==> src/rtl/huffman_bit_packer_assert.svh <==
// Assertion helpers used by the packer back end.
`ifndef HUFFMAN_BIT_PACKER_ASSERT_SVH
`define HUFFMAN_BIT_PACKER_ASSERT_SVH

// Same-cycle implication, disabled while in reset.
`define HBP_ASSERT_IMP(lbl, ck, rn, a, c) \
	lbl: assert property (@(posedge ck) disable iff (!rn) (a) |-> (c)) \
		else $error("hbp assertion failed");

// Next-cycle implication, disabled while in reset.
`define HBP_ASSERT_NEXT(lbl, ck, rn, a, c) \
	lbl: assert property (@(posedge ck) disable iff (!rn) (a) |=> (c)) \
		else $error("hbp assertion failed");

`endif

==> src/rtl/hbp_pkg.sv <==
package hbp_pkg;

	// Input modes
	localparam logic [1:0] MODE_LOAD   = 2'd0;
	localparam logic [1:0] MODE_ENCODE = 2'd1;
	localparam logic [1:0] MODE_FLUSH  = 2'd2;

	// Fixed field widths
	localparam int CODE_W = 32;
	localparam int LEN_W  = 6;
	localparam int PEND_W = 7;
	localparam int BUF_W  = CODE_W + 8;

	// Default longest accepted code
	localparam int MAX_CODE_LEN_DEF = 32;

	// Most bytes one encode can produce (7 pending + 32 code bits)
	localparam int MAX_BYTES = (PEND_W + CODE_W) / 8;

	// Command queue between front and back
	localparam int CMDQ_DEPTH = 4;
	localparam int CMDQ_CNT_W = $clog2(CMDQ_DEPTH + 1);

	typedef struct packed {
		logic [1:0]        mode;
		logic [7:0]        symbol;
		logic [CODE_W-1:0] code_bits;
		logic [LEN_W-1:0]  code_length;
	} in_item_t;

	typedef struct packed {
		logic [7:0] out_byte;
		logic       last;
	} out_item_t;

	// Classified work for the back end: flush, or a code to append
	typedef struct packed {
		logic              flush;
		logic [CODE_W-1:0] code;
		logic [LEN_W-1:0]  len;
	} cmd_t;

endpackage

==> src/rtl/hbp_cmd_fifo.sv <==
module hbp_cmd_fifo import hbp_pkg::*; #(
	parameter int DEPTH = CMDQ_DEPTH
) (
	input  logic                           clk,
	input  logic                           arst_n,
	input  logic                           wr_en,
	input  cmd_t                           wr_data,
	input  logic                           rd_en,
	output cmd_t                           rd_data,
	output logic                           empty,
	output logic [$clog2(DEPTH + 1)-1:0]   count
);

	localparam int PTR_W = (DEPTH > 1) ? $clog2(DEPTH) : 1;
	localparam int CNT_W = $clog2(DEPTH + 1);

	cmd_t             entry_q [DEPTH];
	logic [PTR_W-1:0] wr_ptr_q;
	logic [PTR_W-1:0] rd_ptr_q;
	logic [CNT_W-1:0] count_q;

	// Entry storage
	always_ff @(posedge clk) begin
		if (wr_en) begin
			entry_q[wr_ptr_q] <= wr_data;
		end
	end

	// Pointers and fill level
	always_ff @(posedge clk or negedge arst_n) begin
		if (!arst_n) begin
			wr_ptr_q <= '0;
			rd_ptr_q <= '0;
			count_q  <= '0;
		end else begin
			if (wr_en) begin
				wr_ptr_q <= (wr_ptr_q == PTR_W'(DEPTH - 1)) ? '0 : PTR_W'(wr_ptr_q + 1'b1);
			end
			if (rd_en) begin
				rd_ptr_q <= (rd_ptr_q == PTR_W'(DEPTH - 1)) ? '0 : PTR_W'(rd_ptr_q + 1'b1);
			end
			case ({wr_en, rd_en})
				2'b10:   count_q <= CNT_W'(count_q + 1'b1);
				2'b01:   count_q <= CNT_W'(count_q - 1'b1);
				default: count_q <= count_q;
			endcase
		end
	end

	assign rd_data = entry_q[rd_ptr_q];
	assign empty   = (count_q == '0);
	assign count   = count_q;

endmodule

==> config.mk <==
export PLATFORM = sky130hd
export DESIGN_NAME = hbp_cmd_fifo
export DESIGN_NICKNAME = d
export VERILOG_FILES = /design/src/rtl/huffman_bit_packer_assert.svh /design/src/rtl/hbp_pkg.sv /design/src/rtl/hbp_cmd_fifo.sv
export SDC_FILE = /design/constraint.sdc
export NUM_CORES = 1
export LEC_CHECK = 0
export BUFFER_PORTS_ARGS = -buffer_cell sky130_fd_sc_hd__buf_2
export CORE_AREA = 5 5 116 118
export CTS_CLUSTER_DIAMETER = 120
export DETAILED_ROUTE_END_ITERATION = 6
export DIE_AREA = 0 0 121 123
export PLACE_DENSITY = 0.74
export SETUP_SLACK_MARGIN = 0.05
export SYNTH_ARGS = -nofsm -noshare
export SYNTH_HDL_FRONTEND = slang
export SYNTH_SLANG_ARGS = --single-unit
==> constraint.sdc <==
create_clock -name clk -period 2.1 [get_ports clk]
set_input_delay 0.42 -clock clk [delete_from_list [all_inputs] [get_ports clk]]
set_output_delay 0.42 -clock clk [all_outputs]
set_load 0.02 [all_outputs]
==> impl_metrics.toml <==
[setup_path]
regToRegSetupSlack_ns = 0.55
required_ns = 1.68
r2r_end = "rd_ptr_q[1]"
reg2reg_depth = 5
crit_family = "buffers and inverters"
max_stage_delay_ns = 0.49
start_kind = "flip-flop"
slowest_stage = "mux4_2"
worstSetupPathType = "reg2out"
cp-startpoint = "rd_ptr_q[0]"
crit_chain = "buf_4 -> clkbuf_16 -> mux4_2 -> buf_2"
crit_buf_inv = 3
cp_max_fo = 6
path_depth = 4
rr_startpoint = "rd_ptr_q[0]"
end_kind = "primary output"
worstSetupEndpoint = "rd_data[29]"
critPathArrivalTime_ns = 1.81

[grt]
use_met3 = 0.0403
first_global_vias = 3039
grt.met1_usage = 0.190
antenna_found_initial = 0
grt_max_degree = 27
grt_overflow = 0
use_met2 = 0.252
grt_pass1_wl_mm = 16.2
busiest_layer = "met2"
track_usage = 0.151

[timing]
fmax_mhz = 448
fin_crit_sh = 1.06
fin_skew_ns = 0.00627
finalMaxSlewViolations = 0
setup_ws_ns = -0.134
min_period_ns = 2.23
finalSetupViolCount = 36
slew-limit-headroom = 0.726
worst_pin_slew_ns = 0.411
hold_violations = 0
rsz0062_at_grt = "yes"

[power_and_ir_drop]
power_switching_mw = 3.33
power.share.clock = 0.281
pwr-share-seq = 0.383
combinationalPowerShare = 0.336
power_density_mw_per_mm2 = 1490
p_int_mw = 8.05
peakVddDrop_mv = 0.760
netSwitchingFraction = 0.293
p_total_mw = 11.4
power.leakage_nw = 2.74

[yosys]
yosys.area_share.simple = 0.00781
synthesis.nets = 291
synth-seq-area-share = 0.798
ys_top_cells_by_count = "edfxtp_1 (156), mux4_2 (38), dfrtp_1 (7)"
synth_edf_count = 156
postSynth.asyncResetShare = 0.0429
synth_area_leaders = "edfxtp_1 (77%), mux4_2 (14%), dfrtp_1 (2.9%), buf_12 (1.3%), ha_1 (1.2%)"
syn_avg_cell_area_um2 = 25.3
muxShareOfSynthArea = 0.150
synthAdderAreaFrac = 0.0156
ys_types = 20
synth_top_cell_by_area = "edfxtp_1"
syn_inst = 241
ys.flop_type = "edfxtp_1"
synth_top_area_share = 0.770
yosys_warnings = 0
synth_top_family_by_area = "multiplexers"
yosysMostFrequentCell = "edfxtp_1"
synth-compound-area-share = 0.00164
synth-seq-cells = 163
synthesis.area_mm2 = 0.00609
synth-xor-area-share = 0.00432

[routing]
viasPerCell = 5.11
firstDrtPassIters = 4
antenna_left = 0
drt_first_iter_violations = 189
num_vias = 2805
wirelength_mm = 10.7
wire_per_inst_um = 19.6
drc_errors = 0

[clock_network]
clk_latency_ns = 0.41
cts_buffers = 17
cts_tree = "built"
cts.path.max_buffers = 2
clkSinkCount = 163
cts_root_buf = "clkbuf_16"
htree_levels = 4
clk_pin_slew_ns = 0.06

[final_layout]
areaGrowthSynthToFinish_pct = 25.9
drive_above_1_share = 0.507
stdcell_area_mm2 = 0.00766
fillers = 881
multi_input_area_mm2 = 0.00109
nNetsFinal = 414
seqCellArea_mm2 = 0.00486
diodes = 0

[die]
die_w_um = 121
initial_core_util = 0.492
fp.dieArea_mm2 = 0.0149
die_h_um = 123
design.core.area_mm2 = 0.0124
ios = 86
row_count = 41

[place]
hpwl_mm = 6.71
dp_slack_ns = 0.174
gp_congestion = 0.690
io_buffer_count = 85
placed_area_mm2 = 0.00679

[worst_hold_path]
min_path_type = "in2reg"

[run]
drv_cap = 0

[outcome]
violations = "setup timing"
run_status = "finished, violations left"
## how the worst min path moves through the flow
stage                          end  depth (start not counted)         from  slack, ns
detailed placement        count[0]                          1       arst_n       0.28
global route         entry_q[1][5]                          1   wr_data[5]       0.20
finish              entry_q[1][11]                          1  wr_data[11]       0.22
global placement          count[0]                          1       arst_n       0.27
CTS                 entry_q[1][11]                          1  wr_data[11]       0.20
floorplan                 count[0]                          0       arst_n       0.12
## sequential cells by signal, indices dropped and copies added (netlist names)
name and count:
count 3, wr_ptr_q 2, entry_q 156, rd_ptr_q 2
## power groups by stage
| stage | Clock [mW] | Combinational, mW | Sequential (mW) |
|---|---|---|---|
| floorplan | 0 | 2.37 | 4.40 |
| global placement | 0 | 3.25 | 4.46 |
| CTS | 3.25 | 3.60 | 4.37 |
| finish | 3.20 | 3.82 | 4.36 |
| global route | 3.42 | 4.10 | 4.41 |
| detailed placement | 0 | 3.29 | 4.50 |
## what timing repair did
action / CTS / global route
hold endpoints to repair: 7 / 0
setup buffers: 8 / 2
hold buffers: 1 / 0
cloned: 1 / 2
pin swaps: 0 / 0
setup endpoints to repair: 39 / 39
gates resized for setup: 7 / 20
## layer usage
layer	share of wire	wire length, um
met1	0.42	4510
met2	0.51	5520
met3	0.050	538
met4	0.015	162
met5	0	0
## logic make-up after synthesis
kind of cell	count (synthesis)
AND/OR/NAND/NOR	9
multiplexers	42
AO/OA/AOI/OAI	2
XOR/XNOR	3
adder cells (fa/ha/maj)	7
flip-flops	163
buffers and inverters	15
## cell type report
| type | count | share of cell area |
|---|---|---|
| clock buffers | 21 | 0.0627 |
| repair buffers | 113 | 0.109 |
| well taps | 172 | 0.0281 |
| multi-input cells | 63 | 0.143 |
| clock inverters | 11 | 0.0196 |
| inverters | 6 | 0.00294 |
| flip-flops and latches | 163 | 0.635 |
## placed cells by master (no fill, tap or decap), types with 2 or more instances in the layout
master,Yosys,routed
and2_2,0,4
buf_12,4,6
buf_2,4,74
buf_4,0,19
buf_6,1,10
bufinv_16,0,3
clkbuf_16,0,19
clkbuf_8,0,4
clkinv_2,0,2
clkinv_4,0,3
clkinvlp_4,0,2
dfrtp_1,7,5
edfxtp_1,156,156
ha_1,6,6
inv_1,6,6
mux2_2,2,2
mux4_2,38,39
nor2_1,2,2
o21ai_0,2,2
xor2_1,2,2
## stage by stage
step	instances	hold slack, ns	TNS [ns]	utilization
5_1_grt	549	0.202	-6.24	0.620
4_1_cts	545	0.196	-3.98	0.609
2_1_floorplan	241	0.124	0	-
3_3_place_gp	503	0.272	0	0.549
6_report	549	0.217	-3.55	0.620
3_5_place_dp	503	0.278	0	0.549
No activity file was read; power rests on OpenSTA's default activity.
