<file path="config.mk">
export PLATFORM = sky130hd
export DESIGN_NAME = hbp_back
export DESIGN_NICKNAME = d
export VERILOG_FILES = /design/src/rtl/hbp_pkg.sv /design/src/rtl/hbp_back.sv
export VERILOG_INCLUDE_DIRS = /design/src /design/src/rtl
export SDC_FILE = /design/constraint.sdc
export NUM_CORES = 1
export LEC_CHECK = 0
export BUFFER_PORTS_ARGS = -buffer_cell sky130_fd_sc_hd__buf_4
export CORE_MARGIN = 2
export CORE_UTILIZATION = 49
export CTS_CLUSTER_DIAMETER = 80
export DETAILED_ROUTE_END_ITERATION = 16
export PLACE_DENSITY = 0.7
export SLEW_MARGIN = 15
export SYNTH_ARGS = -nofsm -noshare
export SYNTH_HDL_FRONTEND = slang
export SYNTH_SLANG_ARGS = --single-unit
</file>
<file path="constraint.sdc">
create_clock -name clk -period 2.7 [get_ports clk]
set_clock_uncertainty 0.05 [all_clocks]
set_input_delay 0.135 -clock clk [delete_from_list [all_inputs] [get_ports clk]]
set_output_delay 0.135 -clock clk [all_outputs]
set_load 0.03 [all_outputs]
</file>
<file path="src/rtl/huffman_bit_packer_assert.svh">
// Assertion helpers used by the packer back end.
`ifndef HUFFMAN_BIT_PACKER_ASSERT_SVH
`define HUFFMAN_BIT_PACKER_ASSERT_SVH

// Same-cycle implication, disabled while in reset.
`define HBP_ASSERT_IMP(lbl, ck, rn, a, c) \
	lbl: assert property (@(posedge ck) disable iff (!rn) (a) |-> (c)) \
		else $error("hbp assertion failed");

// Next-cycle implication, disabled while in reset.
`define HBP_ASSERT_NEXT(lbl, ck, rn, a, c) \
	lbl: assert property (@(posedge ck) disable iff (!rn) (a) |=> (c)) \
		else $error("hbp assertion failed");

`endif

</file>
<file path="src/rtl/hbp_pkg.sv">
package hbp_pkg;

	// Input modes
	localparam logic [1:0] MODE_LOAD   = 2'd0;
	localparam logic [1:0] MODE_ENCODE = 2'd1;
	localparam logic [1:0] MODE_FLUSH  = 2'd2;

	// Fixed field widths
	localparam int CODE_W = 32;
	localparam int LEN_W  = 6;
	localparam int PEND_W = 7;
	localparam int BUF_W  = CODE_W + 8;

	// Default longest accepted code
	localparam int MAX_CODE_LEN_DEF = 32;

	// Most bytes one encode can produce (7 pending + 32 code bits)
	localparam int MAX_BYTES = (PEND_W + CODE_W) / 8;

	// Command queue between front and back
	localparam int CMDQ_DEPTH = 4;
	localparam int CMDQ_CNT_W = $clog2(CMDQ_DEPTH + 1);

	typedef struct packed {
		logic [1:0]        mode;
		logic [7:0]        symbol;
		logic [CODE_W-1:0] code_bits;
		logic [LEN_W-1:0]  code_length;
	} in_item_t;

	typedef struct packed {
		logic [7:0] out_byte;
		logic       last;
	} out_item_t;

	// Classified work for the back end: flush, or a code to append
	typedef struct packed {
		logic              flush;
		logic [CODE_W-1:0] code;
		logic [LEN_W-1:0]  len;
	} cmd_t;

endpackage

</file>
<file path="src/rtl/hbp_back.sv">
`include "huffman_bit_packer_assert.svh"

module hbp_back import hbp_pkg::*; (
	input  logic      clk,
	input  logic      arst_n,
	input  logic      q_empty,
	input  cmd_t      q_cmd,
	output logic      q_take,
	input  logic      pop,
	output logic      empty,
	output out_item_t result
);

	localparam int NB_W = $clog2(MAX_BYTES + 1);

	logic [PEND_W-1:0] pend_q;
	logic [2:0]        cnt_q;
	logic [BUF_W-1:0]  buf_q;
	logic [NB_W-1:0]   nleft_q;
	logic              out_valid_q;
	out_item_t         out_q;

	logic [CODE_W-1:0] code_la;
	logic [BUF_W-1:0]  enc_buf;
	logic [BUF_W-1:0]  enc_rest;
	logic [LEN_W-1:0]  tot;
	logic [BUF_W-1:0]  new_buf;
	logic [NB_W-1:0]   new_nb;
	logic [PEND_W-1:0] new_pend;
	logic [2:0]        new_cnt;
	logic              emit;

	// Merge pending bits and the left-aligned code into one window
	assign code_la  = CODE_W'(q_cmd.code << (LEN_W'(CODE_W) - q_cmd.len));
	assign enc_buf  = {pend_q, (BUF_W - PEND_W)'(0)} | ({code_la, 8'h00} >> cnt_q);
	assign tot      = LEN_W'(cnt_q) + q_cmd.len;
	assign enc_rest = BUF_W'(enc_buf << {tot[LEN_W-1:3], 3'b000});

	always_comb begin
		if (q_cmd.flush) begin
			new_buf  = {pend_q, (BUF_W - PEND_W)'(0)};
			new_nb   = NB_W'(1);
			new_pend = '0;
			new_cnt  = '0;
		end else begin
			new_buf  = enc_buf;
			new_nb   = NB_W'(tot[LEN_W-1:3]);
			new_pend = enc_rest[BUF_W-1 -: PEND_W];
			new_cnt  = tot[2:0];
		end
	end

	// Byte issue into the output register; next command on the last byte
	assign emit   = (nleft_q != '0) && (!out_valid_q || pop);
	assign q_take = !q_empty && ((nleft_q == '0) || ((nleft_q == NB_W'(1)) && emit));

	always_ff @(posedge clk or negedge arst_n) begin
		if (!arst_n) begin
			pend_q      <= '0;
			cnt_q       <= '0;
			nleft_q     <= '0;
			out_valid_q <= 1'b0;
		end else begin
			if (q_take) begin
				pend_q  <= new_pend;
				cnt_q   <= new_cnt;
				nleft_q <= new_nb;
			end else if (emit) begin
				nleft_q <= NB_W'(nleft_q - 1'b1);
			end
			if (emit) begin
				out_valid_q <= 1'b1;
			end else if (pop) begin
				out_valid_q <= 1'b0;
			end
		end
	end

	// Byte window and output payload
	always_ff @(posedge clk) begin
		if (q_take) begin
			buf_q <= new_buf;
		end else if (emit) begin
			buf_q <= BUF_W'(buf_q << 8);
		end
		if (emit) begin
			out_q.out_byte <= buf_q[BUF_W-1 -: 8];
			out_q.last     <= (nleft_q == NB_W'(1));
		end
	end

	assign empty  = !out_valid_q;
	assign result = out_q;

	`HBP_ASSERT_IMP(a_take_nonempty, clk, arst_n, q_take, !q_empty)
	`HBP_ASSERT_IMP(a_nleft_range, clk, arst_n, 1'b1, nleft_q <= NB_W'(MAX_BYTES))
	`HBP_ASSERT_IMP(a_pend_clean, clk, arst_n, 1'b1, PEND_W'(pend_q << cnt_q) == '0)
	`HBP_ASSERT_NEXT(a_out_held, clk, arst_n, out_valid_q && !pop, out_valid_q)

endmodule

</file>
==> results of run 1 <==
-- worst reg2reg max path, cell delays in order, from the launching register on --
cell      delay (ns)
dfrtp_2         0.42
ha_1            0.22
fa_1            0.40
a21o_1          0.17
nand2_1         0.13
xor2_2          0.26
nand2_1         0.15
nor2_1          0.28
buf_4           0.20
a221oi_1        0.07
nor4_1          0.26
-- worst max path at each step --
stage,start,end,cells past startpoint
after floorplan,q_cmd[0],buf_q[28],14
after global placement,q_cmd[0],buf_q[35],14
after detailed placement,q_cmd[0],pend_q[2],14
after CTS,q_cmd[0],buf_q[31],13
after global routing,q_cmd[0],pend_q[2],13
final,q_cmd[0],pend_q[2],13
-- report_power, final --
group          switching (W)  total, W  internal, W
Combinational        0.00291   0.00516      0.00224
Clock               0.000474   0.00120     0.000723
Sequential          0.000173   0.00180      0.00163
Total                0.00356   0.00815      0.00459
-- cell families after synthesis --
group | after synthesis | synth area share, %
AOI/OAI and AO/OA | 251 | 25.6
and+or+nand+nor | 233 | 16.3
xor gates and xnor gates | 11 | 1.40
muxes | 126 | 23.1
buffers and inverters | 86 | 5.94
adders and majority gates | 8 | 1.56
DFF | 62 | 26.0
-- layout make-up --
class / instances / area [µm²]
inverter: 16 / 75.1
clock buffer: 9 / 225
sequential: 62 / 1790
multi-input combinational: 629 / 5610
fill: 942 / 3580
clock inverter: 7 / 80.1
tap: 180 / 225
timing repair buffer: 274 / 2230
-- per-layer routing --
| metal | GRT usage (%) | vias up | part of all wire [%] |
|---|---|---|---|
| met5 | 0 | - | 0 |
| met4 | 11.7 | 0 | 4.1 |
| met3 | 6.55 | 113 | 11 |
| met2 | 56.0 | 548 | 45 |
| met1 | 50.0 | 3802 | 40 |
| li1 | - | 3451 | - |
-- stage by stage --
step	setup TNS (ns)	worst slack (ns)	instance area [µm²]	utilization, %
2_1_floorplan	-10.02	-0.461	7070	-
3_3_place_gp	-24.35	-0.834	8740	63.2
3_5_place_dp	-26.25	-0.884	8740	63.2
4_1_cts	-4.74	-0.304	9770	70.7
5_1_grt	-8.58	-0.419	10200	74.1
6_report	-6.11	-0.362	10200	74.1
-- registers in the layout, indices dropped and copies added (netlist names) --
name / count
cnt_q: 3
out_valid_q: 1
pend_q: 7
buf_q: 39
result: 9
nleft_q: 3
-- timing repair --
item / in CTS / in global routing
endpoints found under the setup margin: 38 / 38
resized for setup: 116 / 73
hold endpoints to repair: 14 / 0
hold buffers: 1 / 0
cloned: 1 / 0
buffers inserted: 19 / 19
pin swaps: 32 / 30
-- synthesized netlist by cell type, drive strengths merged, types with 6 or more instances --
cell	number	area (µm²)
nor2	81	307
mux2i	74	753
nand2	66	255
a21oi	64	320
edfxtp	48	1440
o21ai	48	244
clkbuf	42	158
mux2	30	342
buf	28	189
nor3	23	120
mux4	22	499
o211ai	15	113
a211oi	14	110
dfrtp	14	350
inv	14	55.1
nand3	11	55.1
o32ai	11	104
a22o	9	78.8
a22oi	8	60.1
o41ai	8	100
a31oi	7	50.1
and2	7	46.3
ha	7	87.6
o22ai	7	43.8
o31ai	7	52.6
nand2b	6	37.5
nor3b	6	45.0
nor4	6	43.8
xnor2	6	52.6
==> results.json, run 1 <==
{
  "status": "finished, violations left",
  "violations": "setup timing",
  "finalMaxSlewViolations": 0,
  "yosysUniqueCellTypes": 92,
  "fin_cells": 1177,
  "drive_gt1_share_pct": 48.0,
  "drtPass1Iterations": 6,
  "rows": 43,
  "io_pins": 54,
  "tightest_slew_ns": 0.720,
  "async_reset_ff_share_pct": 22.6,
  "seq_area_frac_synth_pct": 26.0,
  "diodes": 0,
  "syn2layout_area_growth_pct": 48.7,
  "drc": 0,
  "grt_usage_pct": 35.8,
  "coreArea_um2": 13800,
  "cts_tree": "built",
  "dp_cells": 1123,
  "synth_edf_count": 48,
  "power.density_nw_per_um2": 796,
  "peakVddDrop_v": 0.000459,
  "port-buffer-count": 53,
  "finalSetupViolations": 34,
  "holdWs_ns": 0.0549,
  "wl_um": 27600,
  "num_vias": 7914,
  "synth_area_um2": 6890,
  "cts_sinks": 62,
  "critical_path.top_delay_family": "multiplexers",
  "fin_crit_sh_pct": 113,
  "max_freq_ghz": 0.327,
  "grt_pass1_vias": 7517,
  "avgSynthCellArea_um2": 8.86,
  "hp-class": "in -> reg",
  "clk_pin_slew_ns": 0.06,
  "drtIter0Drc": 1074,
  "antenna_left": 0,
  "cts_made_buffers": 9,
  "die_w_um": 123,
  "crit_path_end_kind": "flip-flop",
  "grt-ovfl-total": 0,
  "r2r-end": "pend_q[2]",
  "worstPathCellList": "buf_12 > inv_12 > buf_4 > buf_6 > mux4_2 > mux2i_1 > a22oi_1 > a22oi_1 > buf_4 > nor2_1 > nor3_1 > o32ai_1 > nor4_1",
  "setup_slack_ns": -0.362,
  "clk_latency_ns": 0.34,
  "grt_max_degree": 53,
  "hold_viol": 0,
  "slowest_delay_ns": 0.60,
  "htreeDepth": 3,
  "routabilityCongestion": 1.00,
  "post_drt_wl_per_cell_um": 23.4,
  "min_path_cells": 3,
  "p_leak_nw": 4.09,
  "period_minus_slack_ns": 3.06,
  "final_common_cell": "buf_4",
  "rr_startpoint": "cnt_q[0]",
  "required_ns": 2.89,
  "cp_data_arrival_time_ns": 3.25,
  "min_from": "pop",
  "cts_buffer_depth": 2,
  "synthCells": 777,
  "crit_buf_inv": 5,
  "max_cap_viol_count": 0,
  "total_power_w": 0.00815,
  "r2r_cells": 10,
  "r2r_slack_ns": 0.01,
  "cp_max_fo": 36,
  "die_area_um2": 15000,
  "start_kind": "primary input",
  "synth_flop_cell": "edfxtp_1",
  "grt_pass1_wl_um": 41100,
  "antenna_found_initial": 0,
  "critPathKind": "in -> reg",
  "via_per_inst": 6.72,
  "slowest_stage": "mux4_2",
  "synth.ff_latch_count": 62,
  "final_nets": 1043,
  "final_cell_mix": "248 x buf_4, 79 x nor2_1, 63 x nand2_1, 50 x a21oi_1, 48 x edfxtp_1",
  "rsz0062_at_grt": "yes",
  "synth_nets": 828,
  "die_y_um": 123,
  "dp_hpwl_um": 19300,
  "cts-root-buf": "clkbuf_16",
  "ys_warn_count": 0,
  "hold_end": "out_valid_q",
  "slew_headroom_pct": 52.0,
  "start_util_pct": 49.8
}
Power figures use the tool's default switching activity.
==> inputs of run 2 (changes only) <==
Settings changed: RECOVER_POWER set to 25.
==> results.json, run 2 (synthesis gave the netlist of run 1 again) <==
{
  "status": "finished, violations left",
  "cts-root-buf": "clkbuf_16",
  "drtIter0Drc": 1074,
  "grtUsageMet3_pct": 6.55,
  "die_w_um": 123,
  "gr-usage-met2_pct": 56.0,
  "hold_end": "out_valid_q",
  "grt_pass1_vias": 7517,
  "antenna_found_initial": 0,
  "via_per_inst": 6.75,
  "grt-ovfl-total": 0,
  "fin_crit_sh_pct": 113,
  "port-buffer-count": 53,
  "crit_path_end_kind": "flip-flop",
  "start_util_pct": 49.8,
  "start_kind": "primary input",
  "seq_area_um2": 1790,
  "min_path_cells": 3,
  "cts_buffer_depth": 2,
  "fillers": 944,
  "final_nets": 1043,
  "rr_startpoint": "cnt_q[0]",
  "syn2layout_area_growth_pct": 48.5,
  "tns_ns": -6.06,
  "dp_hpwl_um": 19300,
  "antenna_left": 0,
  "num_vias": 7942,
  "r2r_cells": 10,
  "clk_pin_slew_ns": 0.06,
  "r2r-end": "pend_q[2]",
  "cts_tree": "built",
  "crit_buf_inv": 5,
  "grt_busiest_layer": "met2",
  "p_leak_nw": 4.08,
  "placed_area_um2": 8740,
  "required_ns": 2.89,
  "grt_max_degree": 53,
  "max_freq_ghz": 0.326,
  "power.density_nw_per_um2": 796,
  "cts_made_buffers": 9,
  "hp-class": "in -> reg",
  "largest_register": "buf_q",
  "clk_latency_ns": 0.34,
  "period_minus_slack_ns": 3.06,
  "worstPathCellList": "buf_12 > inv_12 > buf_4 > buf_6 > mux4_2 > mux2i_1 > a22oi_1 > a22oi_1 > buf_4 > nor2_1 > nor3_1 > o32ai_1 > nor4_1",
  "coreArea_um2": 13800,
  "multiInputGateArea_um2": 5610,
  "cts_sinks": 62,
  "drtPass1Iterations": 5,
  "drc": 0,
  "critical_path.top_delay_family": "multiplexers",
  "tightest_slew_ns": 1.02,
  "final_common_cell": "buf_4",
  "io_pins": 54,
  "peakVddDrop_v": 0.000459,
  "finalMaxSlewViolations": 0,
  "rows": 43,
  "slew_headroom_pct": 32.2,
  "hold_viol": 0,
  "cp_max_fo": 36,
  "routabilityCongestion": 1.00,
  "wl_um": 27600,
  "critPathKind": "in -> reg",
  "rsz0062_at_grt": "yes",
  "die_y_um": 123,
  "slowest_delay_ns": 0.60,
  "htreeDepth": 3,
  "violations": "setup timing",
  "final_cell_mix": "245 x buf_4, 79 x nor2_1, 63 x nand2_1, 50 x a21oi_1, 48 x edfxtp_1",
  "diodes": 0,
  "grt_pass1_wl_um": 41100,
  "startpoint": "q_cmd[0]",
  "die_area_um2": 15000,
  "setup_slack_ns": -0.364,
  "holdWs_ns": 0.0545,
  "grt_usage_pct": 35.8,
  "drive_gt1_share_pct": 47.7,
  "final_area_um2": 10200,
  "min_from": "pop",
  "largest_reg_flops": 39,
  "met1_usage_pct": 50.0,
  "post_drt_wl_per_cell_um": 23.5,
  "max_cap_viol_count": 0,
  "r2r_slack_ns": 0.01,
  "finalSetupViolations": 34,
  "cp_data_arrival_time_ns": 3.25,
  "slowest_stage": "mux4_2"
}
run 2: tightest hold or removal path: stages:
cell and delay (ns):
buf_4 0.07, nand2b_1 0.13, nand2_1 0.06
run 2: area by class of cell:
cell class / count / area share, %
Tap cell: 180 / 2.20
Sequential cell: 62 / 17.5
Clock buffer: 9 / 2.20
Multi-Input combinational cell: 629 / 54.8
Clock inverter: 7 / 0.783
Inverter: 16 / 0.734
Timing Repair Buffer: 274 / 21.7
run 2: layer usage:
metal  vias to the layer above  part of all wire [%]
met4                         0                   4.0
met3                       115                    11
met1                      3793                    40
li1                       3452                     -
met2                       582                    45
met5                         -                     0
run 2: stage by stage:
step / cells / utilization [%] / setup slack (ns) / total power, W
after floorplan: 777 / - / -0.461 / 0.00439
after global placement: 1123 / 63.2 / -0.834 / 0.00599
after detailed placement: 1123 / 63.2 / -0.884 / 0.00607
after CTS: 1160 / 70.7 / -0.304 / 0.00769
after global routing: 1177 / 74.0 / -0.419 / 0.00850
final: 1177 / 74.0 / -0.364 / 0.00814
run 2: how the worst max path moves through the flow:
stage | depth (start not counted) | to
after global placement | 14 | buf_q[35]
after detailed placement | 14 | pend_q[2]
after CTS | 13 | buf_q[31]
final | 13 | pend_q[2]
after global routing | 13 | pend_q[2]
after floorplan | 14 | buf_q[28]
run 2: power breakdown:
group          switching (W)  total [W]  internal, W  leakage [nW]
Combinational        0.00291    0.00515      0.00223          3.27
Clock               0.000474    0.00120     0.000723         0.143
Sequential          0.000172    0.00180      0.00163         0.662
Total                0.00356    0.00814      0.00458          4.08
run 2: what timing repair did:
item	in CTS	in global routing
gates resized for setup	116	73
pin swaps	32	30
setup endpoints to repair	38	38
buffers inserted	19	19
hold buffers	1	0
cloned	1	0
endpoints found under the hold margin	14	0
==> inputs of run 3 (changes only) <==
Settings changed: CORE_MARGIN 2 to 10, TNS_END_PERCENT set to 50.
==> results.json, run 3 (synthesis gave the netlist of run 1 again) <==
{
  "wl_um": 29000,
  "critPathKind": "in -> reg",
  "antenna_found_initial": 0,
  "cp_max_fo": 6,
  "cts_sinks": 62,
  "rr_startpoint": "cnt_q[1]",
  "r2r_cells": 9,
  "setup_slack_ns": -0.344,
  "clk_pin_slew_ns": 0.06,
  "slowest_delay_ns": 0.54,
  "worstPathCellList": "buf_12 > inv_12 > ha_4 > buf_8 > mux2_4 > mux4_2 > a21boi_4 > a311o_1 > mux4_2 > buf_6 > mux2i_4 > a2bb2oi_2 > a31oi_1",
  "grt_pass1_wl_um": 44100,
  "pwr-share-clk_pct": 16.3,
  "fin_cells": 1197,
  "cts_made_buffers": 9,
  "largest_reg_flops": 39,
  "grt_max_degree": 53,
  "power.density_nw_per_um2": 804,
  "critical_path.top_delay_family": "multiplexers",
  "syn2layout_area_growth_pct": 53.2,
  "grt_usage_pct": 28.3,
  "slew_headroom_pct": 30.7,
  "port-buffer-count": 53,
  "tightest_slew_ns": 1.04,
  "grt_pass1_vias": 7666,
  "grt_busiest_layer": "met2",
  "gr-usage-met2_pct": 44.5,
  "startpoint": "q_cmd[0]",
  "met1_usage_pct": 39.0,
  "endpoint": "pend_q[4]",
  "cts_buffer_depth": 2,
  "drtPass1Iterations": 6,
  "critPathMostFrequentCell": "mux4_2",
  "hold_viol": 0,
  "num_vias": 7959,
  "start_kind": "primary input",
  "period_minus_slack_ns": 3.04,
  "tns_ns": -7.08,
  "max_freq_ghz": 0.329,
  "r2r_slack_ns": -0.05,
  "combinationalPowerShare_pct": 62.3,
  "seqPwrFrac_pct": 21.4,
  "cp_data_arrival_time_ns": 3.20,
  "swShare_pct": 42.8,
  "r2r-end": "pend_q[6]",
  "drc": 0,
  "switchingPower_w": 0.00363,
  "p_leak_nw": 4.24,
  "status": "finished, violations left",
  "final_nets": 1063,
  "finalSetupViolations": 37,
  "htreeDepth": 3,
  "die_y_um": 139,
  "drive_gt1_share_pct": 48.5,
  "place_ws_ns": -0.925,
  "finalMaxSlewViolations": 0,
  "die_area_um2": 19200,
  "fin_crit_sh_pct": 113,
  "dp_cells": 1139,
  "antenna_left": 0,
  "hp-class": "in -> reg",
  "total_power_w": 0.00848,
  "clk_latency_ns": 0.34,
  "grtUsageMet3_pct": 5.03,
  "slowest_stage": "mux4_2",
  "crit_buf_inv": 4,
  "cts_tree": "built",
  "post_drt_wl_per_cell_um": 24.3,
  "coreArea_um2": 13800,
  "grt-ovfl-total": 0,
  "crit_path_end_kind": "flip-flop",
  "cts-root-buf": "clkbuf_16",
  "intPower_w": 0.00485,
  "die_w_um": 139,
  "violations": "setup timing",
  "io_pins": 54,
  "required_ns": 2.86,
  "max_cap_viol_count": 0,
  "final_common_cell": "buf_4",
  "final_cell_mix": "257 x buf_4, 78 x nor2_1, 64 x nand2_1, 57 x a21oi_1, 48 x edfxtp_1",
  "via_per_inst": 6.65,
  "peakVddDrop_v": 0.000607,
  "diodes": 0,
  "cp.depth": 13,
  "drtIter0Drc": 1245,
  "routabilityCongestion": 0.999,
  "rsz0062_at_grt": "yes",
  "dp_hpwl_um": 20700,
  "rows": 43,
  "start_util_pct": 49.8,
  "largest_register": "buf_q"
}
-- run 3: changes by cell type in the layout (fill, tap and decap cells not counted), moves of 4 or more --
cell / delta
a21oi_2: -7
mux2i_2: -9
a21oi_1: +7
buf_4: +12
mux2i_4: +8
buf_6: +6
o32ai_2: +4
o21ai_2: -4
-- run 3: layout make-up --
cell class,instances,area [µm²]
inverter,16,72.6
multi-input combinational,629,5670
clock buffer,9,225
clock inverter,7,128
fill,978,3280
sequential,62,1790
tap,180,225
timing repair buffer,294,2430
-- run 3: metrics by stage --
| stage | hold slack (ns) | cell area (µm²) | utilization, % |
|---|---|---|---|
| detailed placement | -0.0377 | 8910 | 64.4 |
| finish | 0.0660 | 10500 | 76.3 |
| global placement | -0.0399 | 8910 | 64.4 |
| floorplan | -0.211 | 7070 | - |
| CTS | 0.0669 | 10200 | 73.9 |
| global route | 0.0963 | 10500 | 76.3 |
-- run 3: tightest hold or removal path, stage by stage --
cell	delay [ns]
buf_4	0.08
nand2b_1	0.13
nand2_1	0.07
-- run 3: power groups by stage --
stage / Sequential (W) / Combinational (W) / Clock [W]
final: 0.00182 / 0.00529 / 0.00138
after global routing: 0.00186 / 0.00560 / 0.00144
after CTS: 0.00181 / 0.00494 / 0.00139
after detailed placement: 0.00182 / 0.00434 / 0
after global placement: 0.00180 / 0.00427 / 0
after floorplan: 0.00188 / 0.00251 / 0
-- run 3: repair_timing --
item	4_1_cts	5_1_grt
pin swaps	50	33
cloned	1	0
setup buffers	33	10
hold buffers	1	0
endpoints found under the setup margin	40	40
resized for setup	147	54
endpoints found under the hold margin	14	0
-- run 3: how the worst min path moves through the flow --
stage | startpoint | to | slack [ns] | cells past startpoint
final | pop | out_valid_q | 0.07 | 3
after global routing | pop | out_valid_q | 0.1 | 3
after CTS | pop | out_valid_q | 0.07 | 3
after detailed placement | arst_n | cnt_q[2] | -0.04 | 1
after global placement | arst_n | cnt_q[1] | -0.04 | 1
after floorplan | arst_n | cnt_q[0] | -0.21 | 0
-- run 3: routing by layer --
layer,wire (µm),vias up
met5,0,-
met4,816,0
met3,2860,99
met2,13400,545
met1,12000,3827
li1,-,3488
